**src/rtl/vrt_pkg.sv**
```systemverilog
// shared constants, types and control structs for the voxel ray traversal block
// no dependencies; imported by every module of the block
package vrt_pkg;

   localparam int INT_BITS    = 12;
   localparam int FRAC_BITS   = 12;
   localparam int T_FRAC_BITS = 24;

   localparam int COORD_W = INT_BITS + FRAC_BITS;
   localparam int DIFF_W  = COORD_W + 1;
   localparam int SQ_W    = 2 * DIFF_W;
   localparam int LEN_W   = SQ_W + 2;
   localparam int T_W     = 32;
   localparam int D_W     = INT_BITS + 1;
   localparam int NUM_W   = FRAC_BITS + 1;
   localparam int DIVD_W  = T_FRAC_BITS + 1;
   localparam int DIVS_W  = INT_BITS;

   typedef logic signed [COORD_W-1:0]  coord_type;
   typedef logic signed [INT_BITS-1:0] voxel_type;
   typedef logic        [T_W-1:0]      t_type;

   localparam logic [1:0] STEP_ZERO = 2'b00;
   localparam logic [1:0] STEP_POS  = 2'b01;
   localparam logic [1:0] STEP_NEG  = 2'b11;

   localparam logic CMD_LOAD = 1'b0;
   localparam logic CMD_STEP = 1'b1;

   typedef struct packed {
      logic       accept;
      logic       sq_en;
      logic       acc_en;
      logic [1:0] sq_axis;
      logic       fin;
      logic       div_start;
      logic       div_write;
      logic [2:0] div_sel;
      logic       out_load;
   } ctrl_cmd_type;

   typedef struct packed {
      logic is_load;
      logic div_busy;
      logic rsp_blocked;
   } ctrl_status_type;

endpackage

```
**src/rtl/voxel_ray_traversal_3d.sv**
```systemverilog
// top level of the 3d voxel ray walk: controller plus datapath
// depends on vrt_pkg, vrt_controller, vrt_datapath (and vrt_divider below it)
// step transaction: accept, square passes on the 3-pass shared squarer, finish, result hand-off
// load transaction: as a step, then six serial divisions before the result hand-off
// one at a time; the next accept can come in the same cycle the result is raised, even if it waits
// synchronous active-high reset clears control and returns to idle with no result pending
module voxel_ray_traversal_3d (
   input  logic               clock,
   input  logic               reset,
   input  logic               req_valid,
   output logic               req_stall,
   input  logic               req_command,
   input  vrt_pkg::coord_type req_start_x,
   input  vrt_pkg::coord_type req_start_y,
   input  vrt_pkg::coord_type req_start_z,
   input  vrt_pkg::coord_type req_end_x,
   input  vrt_pkg::coord_type req_end_y,
   input  vrt_pkg::coord_type req_end_z,
   output logic               rsp_valid,
   input  logic               rsp_stall,
   output vrt_pkg::voxel_type rsp_voxel_x,
   output vrt_pkg::voxel_type rsp_voxel_y,
   output vrt_pkg::voxel_type rsp_voxel_z,
   output logic               rsp_more,
   output logic               rsp_setup_ok
);
   import vrt_pkg::*;

   // command and status between sequencer and datapath
   ctrl_cmd_type    cmd;
   ctrl_status_type status;

   // sequencer: accept, square passes, finish, divisions, hand-off
   vrt_controller u_ctrl (
      .clock     (clock),
      .reset     (reset),
      .req_valid (req_valid),
      .req_stall (req_stall),
      .status    (status),
      .cmd       (cmd)
   );

   // ray state, squarer, divider and result registers
   vrt_datapath u_dp (
      .clock        (clock),
      .reset        (reset),
      .cmd          (cmd),
      .status       (status),
      .req_command  (req_command),
      .req_start_x  (req_start_x),
      .req_start_y  (req_start_y),
      .req_start_z  (req_start_z),
      .req_end_x    (req_end_x),
      .req_end_y    (req_end_y),
      .req_end_z    (req_end_z),
      .rsp_valid    (rsp_valid),
      .rsp_stall    (rsp_stall),
      .rsp_voxel_x  (rsp_voxel_x),
      .rsp_voxel_y  (rsp_voxel_y),
      .rsp_voxel_z  (rsp_voxel_z),
      .rsp_more     (rsp_more),
      .rsp_setup_ok (rsp_setup_ok)
   );

endmodule

```
**src/rtl/vrt_divider.sv**
```systemverilog
// restoring unsigned divider, one quotient bit per cycle
// depends on vrt_pkg for operand widths
module vrt_divider (
   input  logic                       clock,
   input  logic                       reset,
   input  logic                       start,
   input  logic [vrt_pkg::DIVD_W-1:0] dividend,
   input  logic [vrt_pkg::DIVS_W-1:0] divisor,
   output logic                       busy,
   output logic [vrt_pkg::DIVD_W-1:0] quotient
);
   import vrt_pkg::*;

   localparam int CNT_W = $clog2(DIVD_W + 1);

   logic [DIVS_W-1:0] rem_ff, rem_in;
   logic [DIVD_W-1:0] dq_ff, dq_in;
   logic [DIVS_W-1:0] dvs_ff;
   logic [CNT_W-1:0]  cnt_ff, cnt_in;
   logic [DIVS_W:0]   shifted;
   logic              qbit;

   always_comb begin
      shifted = {rem_ff, dq_ff[DIVD_W-1]};
      qbit    = shifted >= {1'b0, dvs_ff};
      rem_in  = qbit ? DIVS_W'(shifted - {1'b0, dvs_ff}) : shifted[DIVS_W-1:0];
      dq_in   = {dq_ff[DIVD_W-2:0], qbit};
      cnt_in  = cnt_ff - CNT_W'(1);
   end

   always_ff @(posedge clock) begin
      if (reset) begin
         cnt_ff <= '0;
      end else if (start) begin
         cnt_ff <= CNT_W'(DIVD_W);
      end else if (cnt_ff != '0) begin
         cnt_ff <= cnt_in;
      end
   end

   always_ff @(posedge clock) begin
      if (start) begin
         rem_ff <= '0;
         dq_ff  <= dividend;
         dvs_ff <= divisor;
      end else if (cnt_ff != '0) begin
         rem_ff <= rem_in;
         dq_ff  <= dq_in;
      end
   end

   assign busy     = cnt_ff != '0;
   assign quotient = dq_ff;

endmodule

```
**src/rtl/vrt_datapath.sv**
```systemverilog
// ray state, shared squarer and accumulator, setup divider and result registers
// depends on vrt_pkg and vrt_divider
module vrt_datapath (
   input  logic                     clock,
   input  logic                     reset,
   input  vrt_pkg::ctrl_cmd_type    cmd,
   output vrt_pkg::ctrl_status_type status,
   input  logic                     req_command,
   input  vrt_pkg::coord_type       req_start_x,
   input  vrt_pkg::coord_type       req_start_y,
   input  vrt_pkg::coord_type       req_start_z,
   input  vrt_pkg::coord_type       req_end_x,
   input  vrt_pkg::coord_type       req_end_y,
   input  vrt_pkg::coord_type       req_end_z,
   output logic                     rsp_valid,
   input  logic                     rsp_stall,
   output vrt_pkg::voxel_type       rsp_voxel_x,
   output vrt_pkg::voxel_type       rsp_voxel_y,
   output vrt_pkg::voxel_type       rsp_voxel_z,
   output logic                     rsp_more,
   output logic                     rsp_setup_ok
);
   import vrt_pkg::*;

   logic                     cmd_ff;
   coord_type                start_ff [3];
   coord_type                endp_ff  [3];
   voxel_type                cur_ff   [3];
   voxel_type                endv_ff  [3];
   logic [1:0]               step_ff  [3];
   t_type                    tnext_ff [3];
   t_type                    tinc_ff  [3];
   logic [LEN_W-1:0]         len_ff;
   logic [LEN_W-1:0]         acc_ff;
   logic [SQ_W-1:0]          prod_ff;
   voxel_type                res_vox_ff [3];
   logic                     res_more_ff, res_ok_ff;
   logic                     rsp_valid_ff;
   voxel_type                rsp_vox_ff [3];
   logic                     rsp_more_ff, rsp_ok_ff;

   logic signed [DIFF_W-1:0] diff;
   logic signed [SQ_W-1:0]   sq;
   logic [1:0]               dax;
   logic signed [D_W-1:0]    dvec;
   logic [DIVS_W-1:0]        mag;
   logic [NUM_W-1:0]         num;
   logic [DIVD_W-1:0]        dividend;
   logic                     div_busy;
   logic [DIVD_W-1:0]        quotient;
   logic                     at_end, go;
   logic [1:0]               pick;
   logic [T_W:0]             tsum;
   coord_type                corner;
   coord_type                sp_sel;

   // squarer operand: segment vector on a load, corner offset on a step
   always_comb begin
      sp_sel = start_ff[cmd.sq_axis];
      corner = {cur_ff[cmd.sq_axis], {FRAC_BITS{1'b0}}};
      if (cmd_ff == CMD_LOAD) begin
         diff = DIFF_W'(endp_ff[cmd.sq_axis]) - DIFF_W'(sp_sel);
      end else begin
         diff = DIFF_W'(corner) - DIFF_W'(sp_sel);
      end
      sq = diff * diff;
   end

   // setup division operands: even selects are first bounds, odd are increments
   always_comb begin
      dax  = 2'(cmd.div_sel >> 1);
      dvec = D_W'(endv_ff[dax]) - D_W'(cur_ff[dax]);
      mag  = dvec[D_W-1] ? DIVS_W'(-dvec) : DIVS_W'(dvec);
      if (!dvec[D_W-1]) begin
         num = NUM_W'(1 << FRAC_BITS) - NUM_W'(start_ff[dax][FRAC_BITS-1:0]);
      end else if (start_ff[dax][FRAC_BITS-1:0] == '0) begin
         num = NUM_W'(1 << FRAC_BITS);
      end else begin
         num = NUM_W'(start_ff[dax][FRAC_BITS-1:0]);
      end
      if (cmd.div_sel[0]) begin
         dividend = DIVD_W'(1) << T_FRAC_BITS;
      end else begin
         dividend = DIVD_W'(num) << (T_FRAC_BITS - FRAC_BITS);
      end
   end

   vrt_divider u_div (
      .clock    (clock),
      .reset    (reset),
      .start    (cmd.div_start),
      .dividend (dividend),
      .divisor  (mag),
      .busy     (div_busy),
      .quotient (quotient)
   );

   // step decision: axis with smallest t, ties favor z, then y
   always_comb begin
      at_end = (cur_ff[0] == endv_ff[0]) && (cur_ff[1] == endv_ff[1])
               && (cur_ff[2] == endv_ff[2]);
      go     = !at_end && (acc_ff <= len_ff);
      if (tnext_ff[0] < tnext_ff[1]) begin
         pick = (tnext_ff[0] < tnext_ff[2]) ? 2'd0 : 2'd2;
      end else begin
         pick = (tnext_ff[1] < tnext_ff[2]) ? 2'd1 : 2'd2;
      end
      tsum = {1'b0, tnext_ff[pick]} + {1'b0, tinc_ff[pick]};
   end

   always_ff @(posedge clock) begin
      if (reset) begin
         // ray state starts cleared, so a first step sits at its end
         for (int i = 0; i < 3; i++) begin
            start_ff[i] <= '0;
            endp_ff[i]  <= '0;
            cur_ff[i]   <= '0;
            endv_ff[i]  <= '0;
            step_ff[i]  <= STEP_ZERO;
            tnext_ff[i] <= '0;
            tinc_ff[i]  <= '0;
         end
         len_ff <= '0;
         acc_ff <= '0;
         cmd_ff <= CMD_STEP;
      end else begin
         if (cmd.accept) begin
            cmd_ff <= req_command;
            acc_ff <= '0;
            if (req_command == CMD_LOAD) begin
               start_ff[0] <= req_start_x;
               start_ff[1] <= req_start_y;
               start_ff[2] <= req_start_z;
               endp_ff[0]  <= req_end_x;
               endp_ff[1]  <= req_end_y;
               endp_ff[2]  <= req_end_z;
               cur_ff[0]   <= req_start_x[COORD_W-1 -: INT_BITS];
               cur_ff[1]   <= req_start_y[COORD_W-1 -: INT_BITS];
               cur_ff[2]   <= req_start_z[COORD_W-1 -: INT_BITS];
               endv_ff[0]  <= req_end_x[COORD_W-1 -: INT_BITS];
               endv_ff[1]  <= req_end_y[COORD_W-1 -: INT_BITS];
               endv_ff[2]  <= req_end_z[COORD_W-1 -: INT_BITS];
            end
         end else begin
            if (cmd.sq_en) begin
               prod_ff <= SQ_W'(sq);
            end
            if (cmd.acc_en) begin
               acc_ff <= acc_ff + LEN_W'(prod_ff);
            end
         end
         if (cmd.fin) begin
            res_vox_ff <= cur_ff;
            if (cmd_ff == CMD_LOAD) begin
               len_ff      <= acc_ff;
               res_more_ff <= 1'b0;
               res_ok_ff   <= (cur_ff[0] != endv_ff[0]) || (cur_ff[1] != endv_ff[1])
                              || (cur_ff[2] != endv_ff[2]);
               for (int i = 0; i < 3; i++) begin
                  if (endv_ff[i] == cur_ff[i]) begin
                     step_ff[i] <= STEP_ZERO;
                  end else if ((D_W'(endv_ff[i]) - D_W'(cur_ff[i])) < 0) begin
                     step_ff[i] <= STEP_NEG;
                  end else begin
                     step_ff[i] <= STEP_POS;
                  end
               end
            end else begin
               res_more_ff <= go;
               res_ok_ff   <= 1'b0;
               if (go) begin
                  cur_ff[pick]   <= cur_ff[pick] + INT_BITS'($signed(step_ff[pick]));
                  tnext_ff[pick] <= tsum[T_W] ? '1 : tsum[T_W-1:0];
               end
            end
         end
         if (cmd.div_write) begin
            if (cmd.div_sel[0]) begin
               tinc_ff[dax]  <= (dvec == '0) ? '0 : T_W'(quotient);
            end else begin
               tnext_ff[dax] <= (dvec == '0) ? '1 : T_W'(quotient);
            end
         end
         if (cmd.out_load) begin
            rsp_vox_ff  <= res_vox_ff;
            rsp_more_ff <= res_more_ff;
            rsp_ok_ff   <= res_ok_ff;
         end
      end
   end

   always_ff @(posedge clock) begin
      if (reset) begin
         rsp_valid_ff <= 1'b0;
      end else if (cmd.out_load) begin
         rsp_valid_ff <= 1'b1;
      end else if (!rsp_stall) begin
         rsp_valid_ff <= 1'b0;
      end
   end

   assign status.is_load     = cmd_ff == CMD_LOAD;
   assign status.div_busy    = div_busy;
   assign status.rsp_blocked = rsp_valid_ff && rsp_stall;

   assign rsp_valid    = rsp_valid_ff;
   assign rsp_voxel_x  = rsp_vox_ff[0];
   assign rsp_voxel_y  = rsp_vox_ff[1];
   assign rsp_voxel_z  = rsp_vox_ff[2];
   assign rsp_more     = rsp_more_ff;
   assign rsp_setup_ok = rsp_ok_ff;

endmodule

```
**src/rtl/vrt_controller.sv**
```systemverilog
// sequencer for squaring, setup divisions and result hand-off
// depends on vrt_pkg for the command and status structs
module vrt_controller (
   input  logic                     clock,
   input  logic                     reset,
   input  logic                     req_valid,
   output logic                     req_stall,
   input  vrt_pkg::ctrl_status_type status,
   output vrt_pkg::ctrl_cmd_type    cmd
);
   import vrt_pkg::*;

   localparam logic [2:0] S_IDLE  = 3'd0;
   localparam logic [2:0] S_SQ    = 3'd1;
   localparam logic [2:0] S_FIN   = 3'd2;
   localparam logic [2:0] S_DGO   = 3'd3;
   localparam logic [2:0] S_DWAIT = 3'd4;
   localparam logic [2:0] S_DONE  = 3'd5;
   localparam logic [2:0] LAST_DIV = 3'd5;

   logic [2:0] state_ff, state_in;
   logic [1:0] cnt_ff, cnt_in;
   logic [2:0] sel_ff, sel_in;

   always_comb begin
      state_in = state_ff;
      cnt_in   = cnt_ff;
      sel_in   = sel_ff;
      cmd      = '0;
      cmd.sq_axis = cnt_ff;
      cmd.div_sel = sel_ff;
      unique case (state_ff)
         S_IDLE: begin
            cmd.accept = req_valid;
            if (req_valid) begin
               state_in = S_SQ;
               cnt_in   = '0;
            end
         end
         S_SQ: begin
            cmd.sq_en  = cnt_ff != 2'd3;
            cmd.acc_en = cnt_ff != 2'd0;
            cnt_in     = cnt_ff + 2'd1;
            if (cnt_ff == 2'd3) begin
               state_in = S_FIN;
            end
         end
         S_FIN: begin
            cmd.fin = 1'b1;
            sel_in  = '0;
            state_in = status.is_load ? S_DGO : S_DONE;
         end
         S_DGO: begin
            cmd.div_start = 1'b1;
            state_in = S_DWAIT;
         end
         S_DWAIT: begin
            if (!status.div_busy) begin
               cmd.div_write = 1'b1;
               sel_in   = sel_ff + 3'd1;
               state_in = (sel_ff == LAST_DIV) ? S_DONE : S_DGO;
            end
         end
         S_DONE: begin
            if (!status.rsp_blocked) begin
               cmd.out_load = 1'b1;
               state_in = S_IDLE;
            end
         end
         default: begin
            state_in = S_IDLE;
         end
      endcase
   end

   always_ff @(posedge clock) begin
      if (reset) begin
         state_ff <= S_IDLE;
         cnt_ff   <= '0;
         sel_ff   <= '0;
      end else begin
         state_ff <= state_in;
         cnt_ff   <= cnt_in;
         sel_ff   <= sel_in;
      end
   end

   assign req_stall = state_ff != S_IDLE;

   a_accept_idle: assert property (@(posedge clock) disable iff (reset)
      cmd.accept |-> state_ff == S_IDLE)
      else $error("transaction accepted outside idle");
   a_div_free: assert property (@(posedge clock) disable iff (reset)
      cmd.div_start |-> !status.div_busy)
      else $error("divider started while busy");
   a_load_divides: assert property (@(posedge clock) disable iff (reset)
      (state_ff == S_FIN && status.is_load) |=> state_ff == S_DGO)
      else $error("load skipped setup divisions");
   a_done_idle: assert property (@(posedge clock) disable iff (reset)
      cmd.out_load |=> state_ff == S_IDLE)
      else $error("no return to idle after result hand-off");

endmodule

```
**config.mk**
```make
export PLATFORM = sky130hd
export DESIGN_NAME = voxel_ray_traversal_3d
export DESIGN_NICKNAME = d
export VERILOG_FILES = /design/src/rtl/vrt_pkg.sv /design/src/rtl/voxel_ray_traversal_3d.sv /design/src/rtl/vrt_divider.sv /design/src/rtl/vrt_datapath.sv /design/src/rtl/vrt_controller.sv
export SDC_FILE = /design/constraint.sdc
export NUM_CORES = 2
export LEC_CHECK = 0
export BUFFER_PORTS_ARGS = -buffer_cell sky130_fd_sc_hd__buf_2
export CAP_MARGIN = 20
export CORE_MARGIN = 2
export CORE_UTILIZATION = 45
export CTS_CLUSTER_DIAMETER = 30
export CTS_CLUSTER_SIZE = 28
export DETAILED_ROUTE_END_ITERATION = 8
export HOLD_SLACK_MARGIN = 0.15
export PLACE_DENSITY_LB_ADDON = 0.12
export SLEW_MARGIN = 20
export SYNTH_ARGS = -nofsm -noshare
export SYNTH_HDL_FRONTEND = slang
export SYNTH_HIERARCHICAL = 1
export SYNTH_SLANG_ARGS = --single-unit
```
**constraint.sdc**
```tcl
create_clock -name clock -period 15.2 [get_ports clock]
set_input_delay 3.8 -clock clock [delete_from_list [all_inputs] [get_ports clock]]
set_output_delay 3.8 -clock clock [all_outputs]
set_load 0.02 [all_outputs]
```
==> results by group <==
Setup path
  – CP endpoint kind: flop
  – Worst Path Required: 15.73 ns
  – R2r setup slk: 2.50 ns
  – Startpoint types: flop
  – Reg-to-Reg End: u_dp/prod_ff[49]
  – WP data arrival: 13.22 ns
  – Worst r2r path cells: 39
  – Critical Path Source: u_ctrl/cnt_ff[0]
  – Crit path kind: reg -> reg
  – Crit path to: u_dp/prod_ff[49]
  – Critical path's most frequent cell: fa_1
  – RR Startpoint: u_ctrl/cnt_ff[0]
  – Slowest CP cell: clkinv_1
  – CP peak stage delay: 0.71 ns
  – Crit path max fanout: 40

Layout
  – Design Area, Final: 68,000 sq um
  – Commonest cells after routing, fill and taps aside: 905 x inv_1, 612 x fa_1, 557 x nor2_1, 482 x edfxtp_1, 469 x ha_1
  – Net count, final: 7,514
  – Area growth, synth to finish: 15.3%
  – Fill cells: 12,000
  – Layout cells sized above 1: 0.101
  – Most common cell after layout, fill and taps aside: inv_1
  – Final Core Density: 0.524

Yosys
  – Cells after Synth: 6,088
  – Number of flops mapped to enable cells by yosys: 482
  – Area leader, netlist: edfxtp_1
  – Synth unique cells: 93
  – Count of state elements after synthesis: 650
  – Async S/R FF share, synth: 0
  – Area contributors post-synth: edfxtp_1 25%, fa_1 21%, ha_1 10%
  – Share of the synthesized area in the top cell type: 0.245
  – Dominant synthesized flop cell: edfxtp_1
  – Register area share after synthesis: 0.303
  – Syn Area/Cell: 9.69 sq um
  – Yosys warning count: 6
  – Syn Std Cell Area: 59,000 sq um

Drt
  – Routed Antenna Nets: 0
  – Vias: 45,100
  – DR vias/cell: 5.52
  – Initial drt markers: 3,613
  – Drt wl/cell: 21.6 um
  – DRT Wirelength: 177,000 um
  – Pre-Repair DR Iteration Count: 6
  – Residual DRC count: 0

Global routing
  – Vias in the first global route: 46,300
  – Global-route wire length before repair: 273,000 um
  – Met2 Usage GRT: 0.434
  – Met3 Track Usage GR: 0.0615
  – Gr busiest metal: met2
  – Grt total ovfl: 0
  – Number of antenna violations at the first check in global routing: 16
  – Gr usage total: 0.265
  – Grt met1 use: 0.349
  – Maximum number of pins on one net before global-route repair: 122

Placed design
  – Hpwl dp: 135,000 um
  – Area after DPL: 61,900 sq um
  – Placer Congestion: 1.03
  – Port bufs: 188

Timing
  – Final critical-path share of the clock period: 0.835
  – Final Max Tran Viols: 0
  – Peak Freq: 78.8 MHz
  – Setup TNS: 0 ns
  – Slew Limit Headroom: 0.208
  – Hold Fails Final Rpt: 0
  – Tmin final: 12.70 ns
  – Fin Hold WS: 0.412 ns
  – RSZ-0062 raised after global routing: no
  – Worst-Margin Slew: 1.19 ns
  – Final setup violating endpoints: 0
  – Post-Route Skew: 0.0617 ns

Clocking
  – CTS max path bufs: 3
  – CTS tree: done
  – Clk_lat worst skew: 0.80 ns
  – Sink Count: 650
  – Post-CTS setup buffers: 0
  – Root buf cell: clkbuf_16
  – H-tree levels: 4
  – Resized Gates After CTS: 0
  – Total CTS buffers: 167
  – Worst-path clk slew: 0.05 ns
  – Hold buffers post-CTS: 0

Die
  – Rows: 132
  – DIE HEIGHT: 366 um
  – Core area: 130,000 sq um
  – Die area: 134,000 sq um
  – Initial Util: 0.454
  – # IOs: 189
  – Overall die width: 366 um

Hold path
  – Worst min path class: reg -> reg
  – Hold path depth: 0

Run status
  – Status: complete, no violations

Job
  – Max-cap violations: 0
-- critical path, delay by kind of cell, from the launching register on --
family | cells | cell delay, ns
AOI/OAI and AO/OA | 16 | 3.68
and+or+nand+nor | 6 | 1.98
buffers and inverters | 8 | 1.82
adders and majority gates | 9 | 4.25
DFF | 1 | 0.64
-- sequential cells by signal, summed over array words and instances, names as in the netlist, 2 cells and up --
signal               flops
u_ctrl/cnt_ff            2
u_ctrl/sel_ff            3
u_ctrl/state_ff          3
u_dp/acc_ff             52
u_dp/cur_ff             36
u_dp/endp_ff            69
u_dp/endv_ff             3
u_dp/len_ff             52
u_dp/prod_ff            49
u_dp/res_vox_ff         36
u_dp/rsp_voxel_x        12
u_dp/rsp_voxel_y        12
u_dp/rsp_voxel_z        12
u_dp/start_ff           72
u_dp/step_ff             6
u_dp/tinc_ff            75
u_dp/tnext_ff           96
u_dp/u_div/cnt_ff        5
u_dp/u_div/dvs_ff       12
u_dp/u_div/quotient     25
u_dp/u_div/rem_ff       12
-- final cells by class --
class                      count  area [sq um]  share of cell area
tap                         1742          2180              0.0321
inverter                     912          3420              0.0504
clock inverter               108          1520              0.0224
sequential                   650         17800               0.263
clock buffer                 203          4520              0.0665
multi-input combinational   4285         36900               0.543
timing repair buffer         267          1530              0.0226
antenna                        7          17.5            0.000258
-- logic make-up (layout without fill, tap and decap cells) --
family,Yosys count,in the layout,share of synthesized area
multiplexers,170,170,0.0295
AO/OA/AOI/OAI,1169,1169,0.125
other,1,19,0.0000636
buffers and inverters,1164,1490,0.0747
AND/OR/NAND/NOR,1676,1676,0.134
XOR/XNOR,176,176,0.0264
flip-flops,650,650,0.303
adder cells (fa/ha/maj),1082,1082,0.308
-- per-stage QoR --
| step | std cells | setup slack [ns] |
|---|---|---|
| global route | 8171 | 1.82 |
| detailed placement | 7856 | 2.64 |
| finish | 8174 | 2.50 |
| floorplan | 6099 | 4.54 |
| global placement | 7856 | 2.88 |
| CTS | 8167 | 2.60 |
-- per-layer routing --
layer  vias up  wire [um]
li1      21000          -
met1     22300      75200
met2      1490      83000
met3       294      13800
met4        14       4830
met5         -         99
-- Yosys cell counts (all sizes together) (7+ instances only) --
cell     instances
inv            907
fa             613
nor2           561
edfxtp         482
ha             469
nand2          454
a21oi          341
clkbuf         217
o21ai          212
dfxtp          168
and2           161
a21o           143
mux2i          140
o22ai          125
xnor2          118
and3           101
nor2b           89
a211oi          82
nor3            57
xor2            57
nand2b          54
nand3           52
a31oi           49
nand4           46
buf             35
or3             34
o211ai          31
mux2            30
o21a            30
o21bai          24
a211o           19
o31ai           17
or2             17
nor4            14
nor3b           10
nand3b           9
o2111ai          9
a21boi           8
o311ai           8
a2111oi          7
a311oi           7
-- worst min-delay path by stage --
stage                   startpoint                  end  slack (ns)
2_1_floorplan     u_dp/res_more_ff        u_dp/rsp_more        0.40
3_3_place_gp   u_dp/res_vox_ff[16]  u_dp/rsp_voxel_y[4]        0.40
3_5_place_dp   u_dp/res_vox_ff[21]  u_dp/rsp_voxel_y[9]        0.40
4_1_cts        u_dp/res_vox_ff[30]  u_dp/rsp_voxel_x[6]        0.41
5_1_grt        u_dp/res_vox_ff[17]  u_dp/rsp_voxel_y[5]        0.42
6_report       u_dp/res_vox_ff[30]  u_dp/rsp_voxel_x[6]        0.41
Power is not shown: default switching activity piles up to over one toggle a cycle in this logic, so the estimate is an artifact.
